File: src/hdl/tdbb_pkg.sv
// Shared types, constants and the code decoder for the texel decode and bilinear blend block.
// No dependencies; every other file imports this package.
package tdbb_pkg;

    localparam int WEIGHT_FRAC_BITS_DEF = 16;
    localparam int NUM_LANES            = 4;
    localparam int TEXEL_W              = 16;

    // Format modes carried with each item
    localparam logic [1:0] MODE_LUM    = 2'd0;
    localparam logic [1:0] MODE_LA     = 2'd1;
    localparam logic [1:0] MODE_CODE   = 2'd2;
    localparam logic [1:0] MODE_UNUSED = 2'd3;

    // Code scheme register values
    localparam logic CODE_TRI_BINS = 1'b0;
    localparam logic CODE_BIN_ALPHA = 1'b1;

    // Codes at or above this value are on the opaque ramp in the triangular-bin scheme
    localparam logic [7:0] CODE_RAMP_START = 8'd120;

    // ceil(2^16 / 9); exact quotient for dividends below 2^12
    localparam logic [16:0] RECIP_NINE = 17'd7282;

    typedef struct packed {
        logic [7:0] lum;
        logic [7:0] alpha;
    } t_texel_la;

    // Pipeline control from the top level to each lane
    typedef struct packed {
        logic       en1;
        logic       en2;
        logic [1:0] mode;
        logic       code_version;
    } t_lane_ctl;

    // Decode one code byte into a luminance and an alpha byte.
    function automatic t_texel_la decode_code(input logic ver, input logic [7:0] c);
        t_texel_la   r;
        logic [3:0]  b;
        logic [7:0]  base;
        logic [7:0]  j;
        logic [11:0] p;
        logic [16:0] recip;
        logic [28:0] prod;
        logic [11:0] ramp;
        logic [7:0]  lin;
        r     = '0;
        b     = '0;
        base  = '0;
        recip = '0;
        prod  = '0;
        if (ver == CODE_TRI_BINS) begin
            if (c < CODE_RAMP_START) begin
                // bin index: largest k with k(k+1)/2 <= c
                for (int k = 1; k <= 14; k++) begin
                    if (c >= 8'((k * (k + 1)) / 2)) begin
                        b    = 4'(k);
                        base = 8'((k * (k + 1)) / 2);
                    end
                end
                j = c - base;
                p = {j[3:0], 1'b1, 7'b0};  // 128 * (2j + 1)
                // divide by b + 1: multiply by ceil(2^16 / (b + 1)), exact for p < 2^12
                case (b)
                    4'd0:    recip = 17'd65536;
                    4'd1:    recip = 17'd32768;
                    4'd2:    recip = 17'd21846;
                    4'd3:    recip = 17'd16384;
                    4'd4:    recip = 17'd13108;
                    4'd5:    recip = 17'd10923;
                    4'd6:    recip = 17'd9363;
                    4'd7:    recip = 17'd8192;
                    4'd8:    recip = 17'd7282;
                    4'd9:    recip = 17'd6554;
                    4'd10:   recip = 17'd5958;
                    4'd11:   recip = 17'd5462;
                    4'd12:   recip = 17'd5042;
                    4'd13:   recip = 17'd4682;
                    4'd14:   recip = 17'd4370;
                    default: recip = '0;
                endcase
                prod    = 29'(p) * 29'(recip);
                r.lum   = prod[23:16];
                r.alpha = {b, 4'b0000} + {4'b0000, b};  // 17 * b
            end else begin
                ramp    = 12'(c - CODE_RAMP_START) * 12'd17;
                prod    = 29'(ramp) * 29'(RECIP_NINE);
                r.lum   = prod[23:16];
                r.alpha = 8'd255;
            end
        end else begin
            if (c != 8'd0) begin
                // 255 (c - 1) / 254 floors to c - 1, except the top code reaches 255
                lin     = c - 8'd1;
                r.lum   = (c == 8'd255) ? 8'd255 : lin;
                r.alpha = 8'd255;
            end
        end
        return r;
    endfunction

endpackage

File: src/hdl/tdbb_if.sv
// Channel interfaces: sample input, blended result and code scheme register write.
// Depends on tdbb_pkg for widths.
interface tdbb_in_if import tdbb_pkg::*; #(parameter int WFB = WEIGHT_FRAC_BITS_DEF);
    logic               valid;
    logic               ready;
    logic [1:0]         mode;
    logic [TEXEL_W-1:0] texel_0;
    logic [TEXEL_W-1:0] texel_1;
    logic [TEXEL_W-1:0] texel_2;
    logic [TEXEL_W-1:0] texel_3;
    logic [WFB:0]       weight_0;
    logic [WFB:0]       weight_1;
    logic [WFB:0]       weight_2;
    logic [WFB:0]       weight_3;
    modport source (output valid, mode, texel_0, texel_1, texel_2, texel_3,
                    weight_0, weight_1, weight_2, weight_3, input ready);
    modport sink   (input valid, mode, texel_0, texel_1, texel_2, texel_3,
                    weight_0, weight_1, weight_2, weight_3, output ready);
endinterface

interface tdbb_out_if import tdbb_pkg::*; #(parameter int WFB = WEIGHT_FRAC_BITS_DEF);
    logic          valid;
    logic          ready;
    logic [WFB+9:0] luminance_sum;
    logic [WFB+9:0] alpha_sum;
    modport source (output valid, luminance_sum, alpha_sum, input ready);
    modport sink   (input valid, luminance_sum, alpha_sum, output ready);
endinterface

interface tdbb_cfg_if;
    logic valid;
    logic ready;
    logic code_version;
    modport source (output valid, code_version, input ready);
    modport sink   (input valid, code_version, output ready);
endinterface

File: src/hdl/tdbb_lane.sv
// One blend lane: decodes a texel, then multiplies luminance and alpha by the weight.
// Depends on tdbb_pkg (decode_code, t_lane_ctl).
module tdbb_lane import tdbb_pkg::*; #(
    parameter int WFB = WEIGHT_FRAC_BITS_DEF
) (
    input  logic               i_clk,
    input  t_lane_ctl          i_ctl,
    input  logic [TEXEL_W-1:0] i_texel,
    input  logic [WFB:0]       i_weight,
    output logic [WFB+8:0]     o_lum_prod,
    output logic [WFB+8:0]     o_alpha_prod
);

    t_texel_la      n_la;
    t_texel_la      r_la;
    logic [WFB:0]   r_weight;
    logic [WFB+8:0] r_lum_prod;
    logic [WFB+8:0] r_alpha_prod;

    always_comb begin
        n_la = '0;
        case (i_ctl.mode)
            MODE_LUM:  n_la.lum = i_texel[7:0];
            MODE_LA:   n_la = '{lum: i_texel[7:0], alpha: i_texel[15:8]};
            MODE_CODE: n_la = decode_code(i_ctl.code_version, i_texel[7:0]);
            default:   n_la = '0;  // unused mode blends to zero
        endcase
    end

    always_ff @(posedge i_clk) begin
        if (i_ctl.en1) begin
            r_la     <= n_la;
            r_weight <= i_weight;
        end
        if (i_ctl.en2) begin
            r_lum_prod   <= (WFB + 9)'(r_weight) * (WFB + 9)'(r_la.lum);
            r_alpha_prod <= (WFB + 9)'(r_weight) * (WFB + 9)'(r_la.alpha);
        end
    end

    assign o_lum_prod   = r_lum_prod;
    assign o_alpha_prod = r_alpha_prod;

endmodule

File: src/hdl/tdbb_merge.sv
// Merging stage: adds the lane products, rounds the code-mode alpha, saturates, registers.
// Depends on tdbb_pkg for lane count and mode codes.
module tdbb_merge import tdbb_pkg::*; #(
    parameter int WFB = WEIGHT_FRAC_BITS_DEF
) (
    input  logic           i_clk,
    input  logic           i_en,
    input  logic [1:0]     i_mode,
    input  logic [WFB+8:0] i_lum_prod   [NUM_LANES],
    input  logic [WFB+8:0] i_alpha_prod [NUM_LANES],
    output logic [WFB+9:0] o_lum_sum,
    output logic [WFB+9:0] o_alpha_sum,
    output logic [1:0]     o_mode
);

    localparam logic [WFB+10:0] SumMax  = (WFB + 11)'(1020) << WFB;
    localparam logic [WFB+10:0] RoundUp = (WFB + 11)'(1) << (WFB - 1);

    logic [WFB+10:0] w_lsum;
    logic [WFB+10:0] w_asum;
    logic [WFB+10:0] w_around;
    logic [WFB+10:0] w_asel;
    logic [WFB+9:0]  r_lum_sum;
    logic [WFB+9:0]  r_alpha_sum;
    logic [1:0]      r_mode;

    always_comb begin
        w_lsum = '0;
        w_asum = '0;
        for (int i = 0; i < NUM_LANES; i++) begin
            w_lsum = w_lsum + (WFB + 11)'(i_lum_prod[i]);
            w_asum = w_asum + (WFB + 11)'(i_alpha_prod[i]);
        end
        w_around = w_asum + RoundUp;
        w_asel   = (i_mode == MODE_CODE) ? {w_around[WFB+10:WFB], WFB'(0)} : w_asum;
    end

    always_ff @(posedge i_clk) begin
        if (i_en) begin
            r_lum_sum   <= (w_lsum > SumMax) ? SumMax[WFB+9:0] : w_lsum[WFB+9:0];
            r_alpha_sum <= (w_asel > SumMax) ? SumMax[WFB+9:0] : w_asel[WFB+9:0];
            r_mode      <= i_mode;
        end
    end

    assign o_lum_sum   = r_lum_sum;
    assign o_alpha_sum = r_alpha_sum;
    assign o_mode      = r_mode;

endmodule

File: src/hdl/la_texel_decode_bilinear_blend.sv
// Registered stages from input accept to result valid, in order: decode, multiply, sum.
// Throughput: one item per cycle; the multipliers of the four lanes and the adder tree each
// take one item a cycle, each stage holds while the stage after it is full and stalled.
// Reset (i_rst_n low, synchronous) clears the stage valid flags and the code scheme
// register; datapath registers are not reset.
module la_texel_decode_bilinear_blend import tdbb_pkg::*; #(
    parameter int WEIGHT_FRAC_BITS = WEIGHT_FRAC_BITS_DEF
) (
    input  logic        i_clk,
    input  logic        i_rst_n,
    tdbb_cfg_if.sink    i_cfg,
    tdbb_in_if.sink     i_px,
    tdbb_out_if.source  o_res
);

    localparam int WFB = WEIGHT_FRAC_BITS;

    // Code scheme register; user must write it only while idle (not enforced), so no hazard with items in flight
    logic r_code_version;

    // Stage valid flags: 1 = decoded, 2 = products, 3 = output register
    logic r_v1;
    logic r_v2;
    logic r_v3;
    logic [1:0] r_mode1;
    logic [1:0] r_mode2;

    logic w_en1;
    logic w_en2;
    logic w_en3;

    t_lane_ctl          w_ctl;
    logic [TEXEL_W-1:0] w_texel      [NUM_LANES];
    logic [WFB:0]       w_weight     [NUM_LANES];
    logic [WFB+8:0]     w_lum_prod   [NUM_LANES];
    logic [WFB+8:0]     w_alpha_prod [NUM_LANES];
    logic [1:0]         w_out_mode;

    // A stage loads when it is empty or its contents move on this cycle
    assign w_en3 = !r_v3 || o_res.ready;
    assign w_en2 = !r_v2 || w_en3;
    assign w_en1 = !r_v1 || w_en2;

    assign i_px.ready  = w_en1;
    assign i_cfg.ready = 1'b1;
    assign o_res.valid = r_v3;

    always_ff @(posedge i_clk) begin
        if (!i_rst_n) begin
            r_code_version <= CODE_TRI_BINS;
            r_v1           <= 1'b0;
            r_v2           <= 1'b0;
            r_v3           <= 1'b0;
        end else begin
            if (i_cfg.valid) begin
                r_code_version <= i_cfg.code_version;
            end
            if (w_en1) begin
                r_v1 <= i_px.valid;
            end
            if (w_en2) begin
                r_v2 <= r_v1;
            end
            if (w_en3) begin
                r_v3 <= r_v2;
            end
        end
    end

    // Mode travels beside the lanes for rounding in the merge
    always_ff @(posedge i_clk) begin
        if (w_en1) begin
            r_mode1 <= i_px.mode;
        end
        if (w_en2) begin
            r_mode2 <= r_mode1;
        end
    end

    assign w_ctl = '{en1: w_en1, en2: w_en2, mode: i_px.mode, code_version: r_code_version};

    assign w_texel[0]  = i_px.texel_0;
    assign w_texel[1]  = i_px.texel_1;
    assign w_texel[2]  = i_px.texel_2;
    assign w_texel[3]  = i_px.texel_3;
    assign w_weight[0] = i_px.weight_0;
    assign w_weight[1] = i_px.weight_1;
    assign w_weight[2] = i_px.weight_2;
    assign w_weight[3] = i_px.weight_3;

    // One lane per texel of the 2x2 footprint
    for (genvar g = 0; g < NUM_LANES; g++) begin : g_lane
        tdbb_lane #(.WFB(WFB)) u_lane (
            .i_clk        (i_clk),
            .i_ctl        (w_ctl),
            .i_texel      (w_texel[g]),
            .i_weight     (w_weight[g]),
            .o_lum_prod   (w_lum_prod[g]),
            .o_alpha_prod (w_alpha_prod[g])
        );
    end

    tdbb_merge #(.WFB(WFB)) u_merge (
        .i_clk        (i_clk),
        .i_en         (w_en3),
        .i_mode       (r_mode2),
        .i_lum_prod   (w_lum_prod),
        .i_alpha_prod (w_alpha_prod),
        .o_lum_sum    (o_res.luminance_sum),
        .o_alpha_sum  (o_res.alpha_sum),
        .o_mode       (w_out_mode)
    );

    // Checks
    localparam logic [WFB+9:0] OutMax = (WFB + 10)'(1020) << WFB;

    a_lum_mode_zero_alpha: assert property (@(posedge i_clk) disable iff (!i_rst_n)
        r_v3 && (w_out_mode == MODE_LUM || w_out_mode == MODE_UNUSED)
        |-> o_res.alpha_sum == '0)
        else $error("alpha sum not zero in luminance-only or unused mode");

    a_code_alpha_whole: assert property (@(posedge i_clk) disable iff (!i_rst_n)
        r_v3 && w_out_mode == MODE_CODE |-> o_res.alpha_sum[WFB-1:0] == '0)
        else $error("code-mode alpha sum has fraction bits");

    a_sum_saturated: assert property (@(posedge i_clk) disable iff (!i_rst_n)
        r_v3 |-> o_res.luminance_sum <= OutMax && o_res.alpha_sum <= OutMax)
        else $error("result above saturation limit");

    a_accept_fills_stage1: assert property (@(posedge i_clk) disable iff (!i_rst_n)
        i_px.valid && i_px.ready |=> r_v1)
        else $error("accepted item lost before decode stage");

endmodule

File: src/flat_wrapper.sv
// flat-port wrapper written by rule: the top's interface ports become plain ports
module la_texel_decode_bilinear_blend_flat import tdbb_pkg::*;
#(
    parameter int WEIGHT_FRAC_BITS = WEIGHT_FRAC_BITS_DEF
)
  (i_clk, i_rst_n, i_cfg_valid, i_cfg_code_version, i_cfg_ready, i_px_valid, i_px_mode, i_px_texel_0, i_px_texel_1, i_px_texel_2, i_px_texel_3, i_px_weight_0, i_px_weight_1, i_px_weight_2, i_px_weight_3, i_px_ready, o_res_valid, o_res_luminance_sum, o_res_alpha_sum, o_res_ready);
  tdbb_cfg_if i_cfg_i ();
  tdbb_in_if #(.WFB((WEIGHT_FRAC_BITS_DEF))) i_px_i ();
  tdbb_out_if #(.WFB((WEIGHT_FRAC_BITS_DEF))) o_res_i ();
  input  logic i_clk;
  input  logic i_rst_n;
  input wire logic [$bits(i_cfg_i.valid)-1:0] i_cfg_valid;
  input wire logic [$bits(i_cfg_i.code_version)-1:0] i_cfg_code_version;
  output wire logic [$bits(i_cfg_i.ready)-1:0] i_cfg_ready;
  input wire logic [$bits(i_px_i.valid)-1:0] i_px_valid;
  input wire logic [$bits(i_px_i.mode)-1:0] i_px_mode;
  input wire logic [$bits(i_px_i.texel_0)-1:0] i_px_texel_0;
  input wire logic [$bits(i_px_i.texel_1)-1:0] i_px_texel_1;
  input wire logic [$bits(i_px_i.texel_2)-1:0] i_px_texel_2;
  input wire logic [$bits(i_px_i.texel_3)-1:0] i_px_texel_3;
  input wire logic [$bits(i_px_i.weight_0)-1:0] i_px_weight_0;
  input wire logic [$bits(i_px_i.weight_1)-1:0] i_px_weight_1;
  input wire logic [$bits(i_px_i.weight_2)-1:0] i_px_weight_2;
  input wire logic [$bits(i_px_i.weight_3)-1:0] i_px_weight_3;
  output wire logic [$bits(i_px_i.ready)-1:0] i_px_ready;
  output wire logic [$bits(o_res_i.valid)-1:0] o_res_valid;
  output wire logic [$bits(o_res_i.luminance_sum)-1:0] o_res_luminance_sum;
  output wire logic [$bits(o_res_i.alpha_sum)-1:0] o_res_alpha_sum;
  input wire logic [$bits(o_res_i.ready)-1:0] o_res_ready;
  assign i_cfg_i.valid = i_cfg_valid;
  assign i_cfg_i.code_version = i_cfg_code_version;
  assign i_cfg_ready = i_cfg_i.ready;
  assign i_px_i.valid = i_px_valid;
  assign i_px_i.mode = i_px_mode;
  assign i_px_i.texel_0 = i_px_texel_0;
  assign i_px_i.texel_1 = i_px_texel_1;
  assign i_px_i.texel_2 = i_px_texel_2;
  assign i_px_i.texel_3 = i_px_texel_3;
  assign i_px_i.weight_0 = i_px_weight_0;
  assign i_px_i.weight_1 = i_px_weight_1;
  assign i_px_i.weight_2 = i_px_weight_2;
  assign i_px_i.weight_3 = i_px_weight_3;
  assign i_px_ready = i_px_i.ready;
  assign o_res_valid = o_res_i.valid;
  assign o_res_luminance_sum = o_res_i.luminance_sum;
  assign o_res_alpha_sum = o_res_i.alpha_sum;
  assign o_res_i.ready = o_res_ready;
  la_texel_decode_bilinear_blend #(.WEIGHT_FRAC_BITS(WEIGHT_FRAC_BITS)) u_core (.i_clk(i_clk), .i_rst_n(i_rst_n), .i_cfg(i_cfg_i), .i_px(i_px_i), .o_res(o_res_i));
endmodule
File: config.mk
export PLATFORM = sky130hd
export DESIGN_NAME = la_texel_decode_bilinear_blend_flat
export DESIGN_NICKNAME = d
export VERILOG_FILES = /design/src/hdl/tdbb_pkg.sv /design/src/hdl/tdbb_if.sv /design/src/hdl/tdbb_lane.sv /design/src/hdl/tdbb_merge.sv /design/src/hdl/la_texel_decode_bilinear_blend.sv /design/src/flat_wrapper.sv
export SDC_FILE = /design/constraint.sdc
export NUM_CORES = 2
export LEC_CHECK = 0
export ABC_AREA = 1
export BUFFER_PORTS_ARGS = -buffer_cell sky130_fd_sc_hd__clkbuf_2
export CAP_MARGIN = 40
export CORE_AREA = 2 2 431 433
export CTS_CLUSTER_DIAMETER = 60
export CTS_CLUSTER_SIZE = 16
export DETAILED_ROUTE_END_ITERATION = 10
export DIE_AREA = 0 0 433 435
export GPL_TIMING_DRIVEN = 0
export SYNTH_ARGS = -nofsm -noshare
export SYNTH_HDL_FRONTEND = slang
export SYNTH_SLANG_ARGS = --single-unit
export TNS_END_PERCENT = 30
File: constraint.sdc
create_clock -name i_clk -period 12.6 [get_ports i_clk]
set_clock_uncertainty 0.05 [all_clocks]
set_input_delay 3.78 -clock i_clk [delete_from_list [all_inputs] [get_ports i_clk]]
set_output_delay 3.78 -clock i_clk [all_outputs]
set_load 0.01 [all_outputs]
==> flow_summary.yaml <==
status:
  status: "completed"
critical_path:
  crit_slowest_cell: "fa_1"
  timing.rr.start: "u_core.g_lane[1].u_lane.r_weight[4]$_DFFE_PP_"
  startpoint_type: "input pin"
  crit_required_ns: 13.03
  worst_setup_path_end_kind: "flip-flop"
  crit_arrival_ns: 11.88
  worstPathMaxFanout: 13
  crit_start: "i_px_texel_0[3]"
  crit_path_max_incr_delay_ns: 0.57
  critPathMostFrequentCell: "nand2_1"
  critical_path_class: "input pin to flip-flop"
global_routing:
  busiest_layer: "met2"
  grt_remaining_overflow: 0
  grt_pass1_vias: 58700
  grt_util_met2_pct: 37.2
  use_met3_pct: 2.70
  grt_max_degree: 136
  grt_pass1_wl_mm: 330
  met1_usage_pct: 30.5
  grt_antenna_before_repair: 18
  grt_usage_pct: 22.4
synthesis:
  synth_simple_gate_area_share_pct: 15.9
  synthTopCellsByCount: "2079 x nand2_1, 1878 x inv_1, 1093 x fa_1"
  synthMostInstantiatedCell: "nand2_1"
  ys_seq_area_share_pct: 16.1
  synth-xor-area-share_pct: 3.64
  synth_seq_cells: 392
  synth-compound-area-share_pct: 7.12
  synth_edf_count: 388
  yosysWarnings: 0
  async_reset_ff_share_pct: 0
  synth_adder_area_share_pct: 45.9
  ys_types: 69
  yosys.area.top_type_share_pct: 29.9
  synth_top_family_by_area: "adder cells"
  syn-cell-area_sq_mm: 0.0731
  syn_inst: 8744
  ys_top_cells_by_area: "fa_1 30%, edfxtp_1 16%, ha_1 16%, nand2_1 11%, inv_1 9.6%"
  synth_top_area_cell: "fa_1"
  synth.avg_cell_area_sq_um: 8.36
  synthMuxAreaShare_pct: 0.0137
  syn-num-nets: 10900
  synth_ff_type: "edfxtp_1"
clock_network:
  clock_sinks: 392
  path_clk_slew_ns: 0.06
  numCtsBuffers: 52
  hold_buffers: 0
  postCtsSetupBuffers: 0
  root_buffer: "clkbuf_16"
  cts_tree: "yes"
  clockBufferDepth: 3
  insertion_delay_ns: 0.69
  htreeDepth: 2
  post_cts_resized: 0
placed_design:
  gp_congestion: 0.918
  post-place-ws_ns: 0.451
  io_buffer_count: 188
  hpwl_mm: 179
  placed_area_sq_mm: 0.0774
cells_and_area:
  fillers: 18400
  drive_gt1_share_pct: 4.46
  area_growth_pct: 8.51
  final_nets: 11200
  fin_area_sq_mm: 0.0793
  final_core_util_pct: 43.1
floorplan:
  coreArea_sq_mm: 0.184
  die_w_microns: 433
  dieArea_sq_mm: 0.188
  io_pins: 195
  fp-row-count: 158
  fp.dieH_microns: 435
  start_util_pct: 39.7
timing:
  slew_headroom_pct: 37.0
  layout_setup_ws_ns: 1.14
  hold_viol: 0
  post-route-period-util_pct: 90.9
  rsz0062_at_grt: "false"
  drv_slew: 0
  setup_violations: 0
  worst_pin_slew_ns: 0.935
  fmax_ghz: 0.0873
  layout_min_cycle_time_ns: 11.46
detailed_routing:
  wl_mm: 209
  drt-initial-drc-count: 3969
  num_vias: 57100
  viasPerCell: 4.95
  drc_errors: 0
  drtPass1Iterations: 6
  drt-wirelength-per-cell_microns: 18.1
  ant_nets: 0
worst_hold_path:
  hp-start: "u_core.r_mode1[0]$_DFFE_PP_"
  hold_path_class: "flip-flop to flip-flop"
flow_run:
  maxCapViolations: 0
## layout make-up
class	instances	area (sq um)	share of cell area [%]
Inverter	1888	7090	8.95
Tap cell	2480	3100	3.91
Multi-Input combinational cell	6142	53000	66.9
Clock buffer	53	1310	1.65
Timing Repair Buffer	204	1200	1.51
Sequential cell	392	11700	14.8
Clock inverter	42	577	0.727
Buffer	322	1250	1.58
Antenna cell	6	15.0	0.0189
## registers in the layout (all words and copies together), names as in the netlist, 2 cells and up
signal and cells:
u_core.g_lane.u_lane.r_la 64, u_core.r_mode2 2, u_core.g_lane.u_lane.r_weight 68, u_core.u_merge.o_lum_sum 26, u_core.g_lane.u_lane.o_lum_prod 100, u_core.u_merge.o_alpha_sum 26
u_core.g_lane.u_lane.o_alpha_prod 100, u_core.r_mode1 2
## placed cells by master, fill, tap and decap left out, drive strengths merged, types with 10 or more instances in the layout
cell type,synthesis,final
o21ai,262,262
clkbuf,303,544
o211ai,21,21
nand4,42,42
a21o,18,18
nand2,2103,2103
edfxtp,388,388
nor2,454,454
o31ai,10,10
a21boi,34,34
o21bai,34,34
nand3b,16,16
inv,1882,1906
fa,1093,1093
ha,929,929
or2,10,10
nand3,200,200
a21oi,498,498
clkinv,6,20
nor3,32,32
a211oi,12,12
o21a,12,12
nor4,11,11
a31oi,23,23
buf,19,35
xnor2,115,115
xor2,183,183
## final timing paths
path	to	slack, ns	cells after the start
worst min-delay path	u_core.r_mode2[0]$_DFFE_PP_	0.32	0
worst max-delay path	u_core.g_lane[0].u_lane.r_la[14]$_DFFE_PP_	1.14	36
worst max register to register	u_core.g_lane[1].u_lane.o_alpha_prod[24]$_DFFE_PP_	5.64	22
worst min register to register	u_core.r_mode2[0]$_DFFE_PP_	0.32	0
## cell families (layout without fill, tap and decap cells)
| group | count (synthesis) | in the layout |
|---|---|---|
| AND/OR/NAND/NOR | 2876 | 2876 |
| buffers and inverters | 2210 | 2509 |
| adder cells (fa/ha/maj) | 2022 | 2022 |
| AO/OA/AOI/OAI | 944 | 944 |
| flip-flops | 392 | 392 |
| XOR/XNOR | 298 | 298 |
| other | 1 | 7 |
| multiplexers | 1 | 1 |
## worst max-delay path, delay by kind of cell
| family | cells | cell delay (ns) |
|---|---|---|
| compound gates | 7 | 1.48 |
| fa+ha+maj | 10 | 4.01 |
| xor+xnor | 1 | 0.38 |
| simple gates | 15 | 1.32 |
| buf+inv | 3 | 0.90 |
## per-layer routing
metal	wire, microns	vias up
met4	7130	10
met1	92600	27900
met2	98200	1505
met5	75	-
li1	-	27400
met3	11100	260
## stage by stage
step           instances  TNS [ns]  hold slack, ns
4_1_cts            11500         0           0.326
3_3_place_gp       11400     -2.80           0.353
2_1_floorplan       8744         0           0.350
5_1_grt            11500         0           0.348
6_report           11500         0           0.325
3_5_place_dp       11400         0           0.360
Power is not shown: default switching activity piles up to over one toggle a cycle in this logic, so the estimate is an artifact.
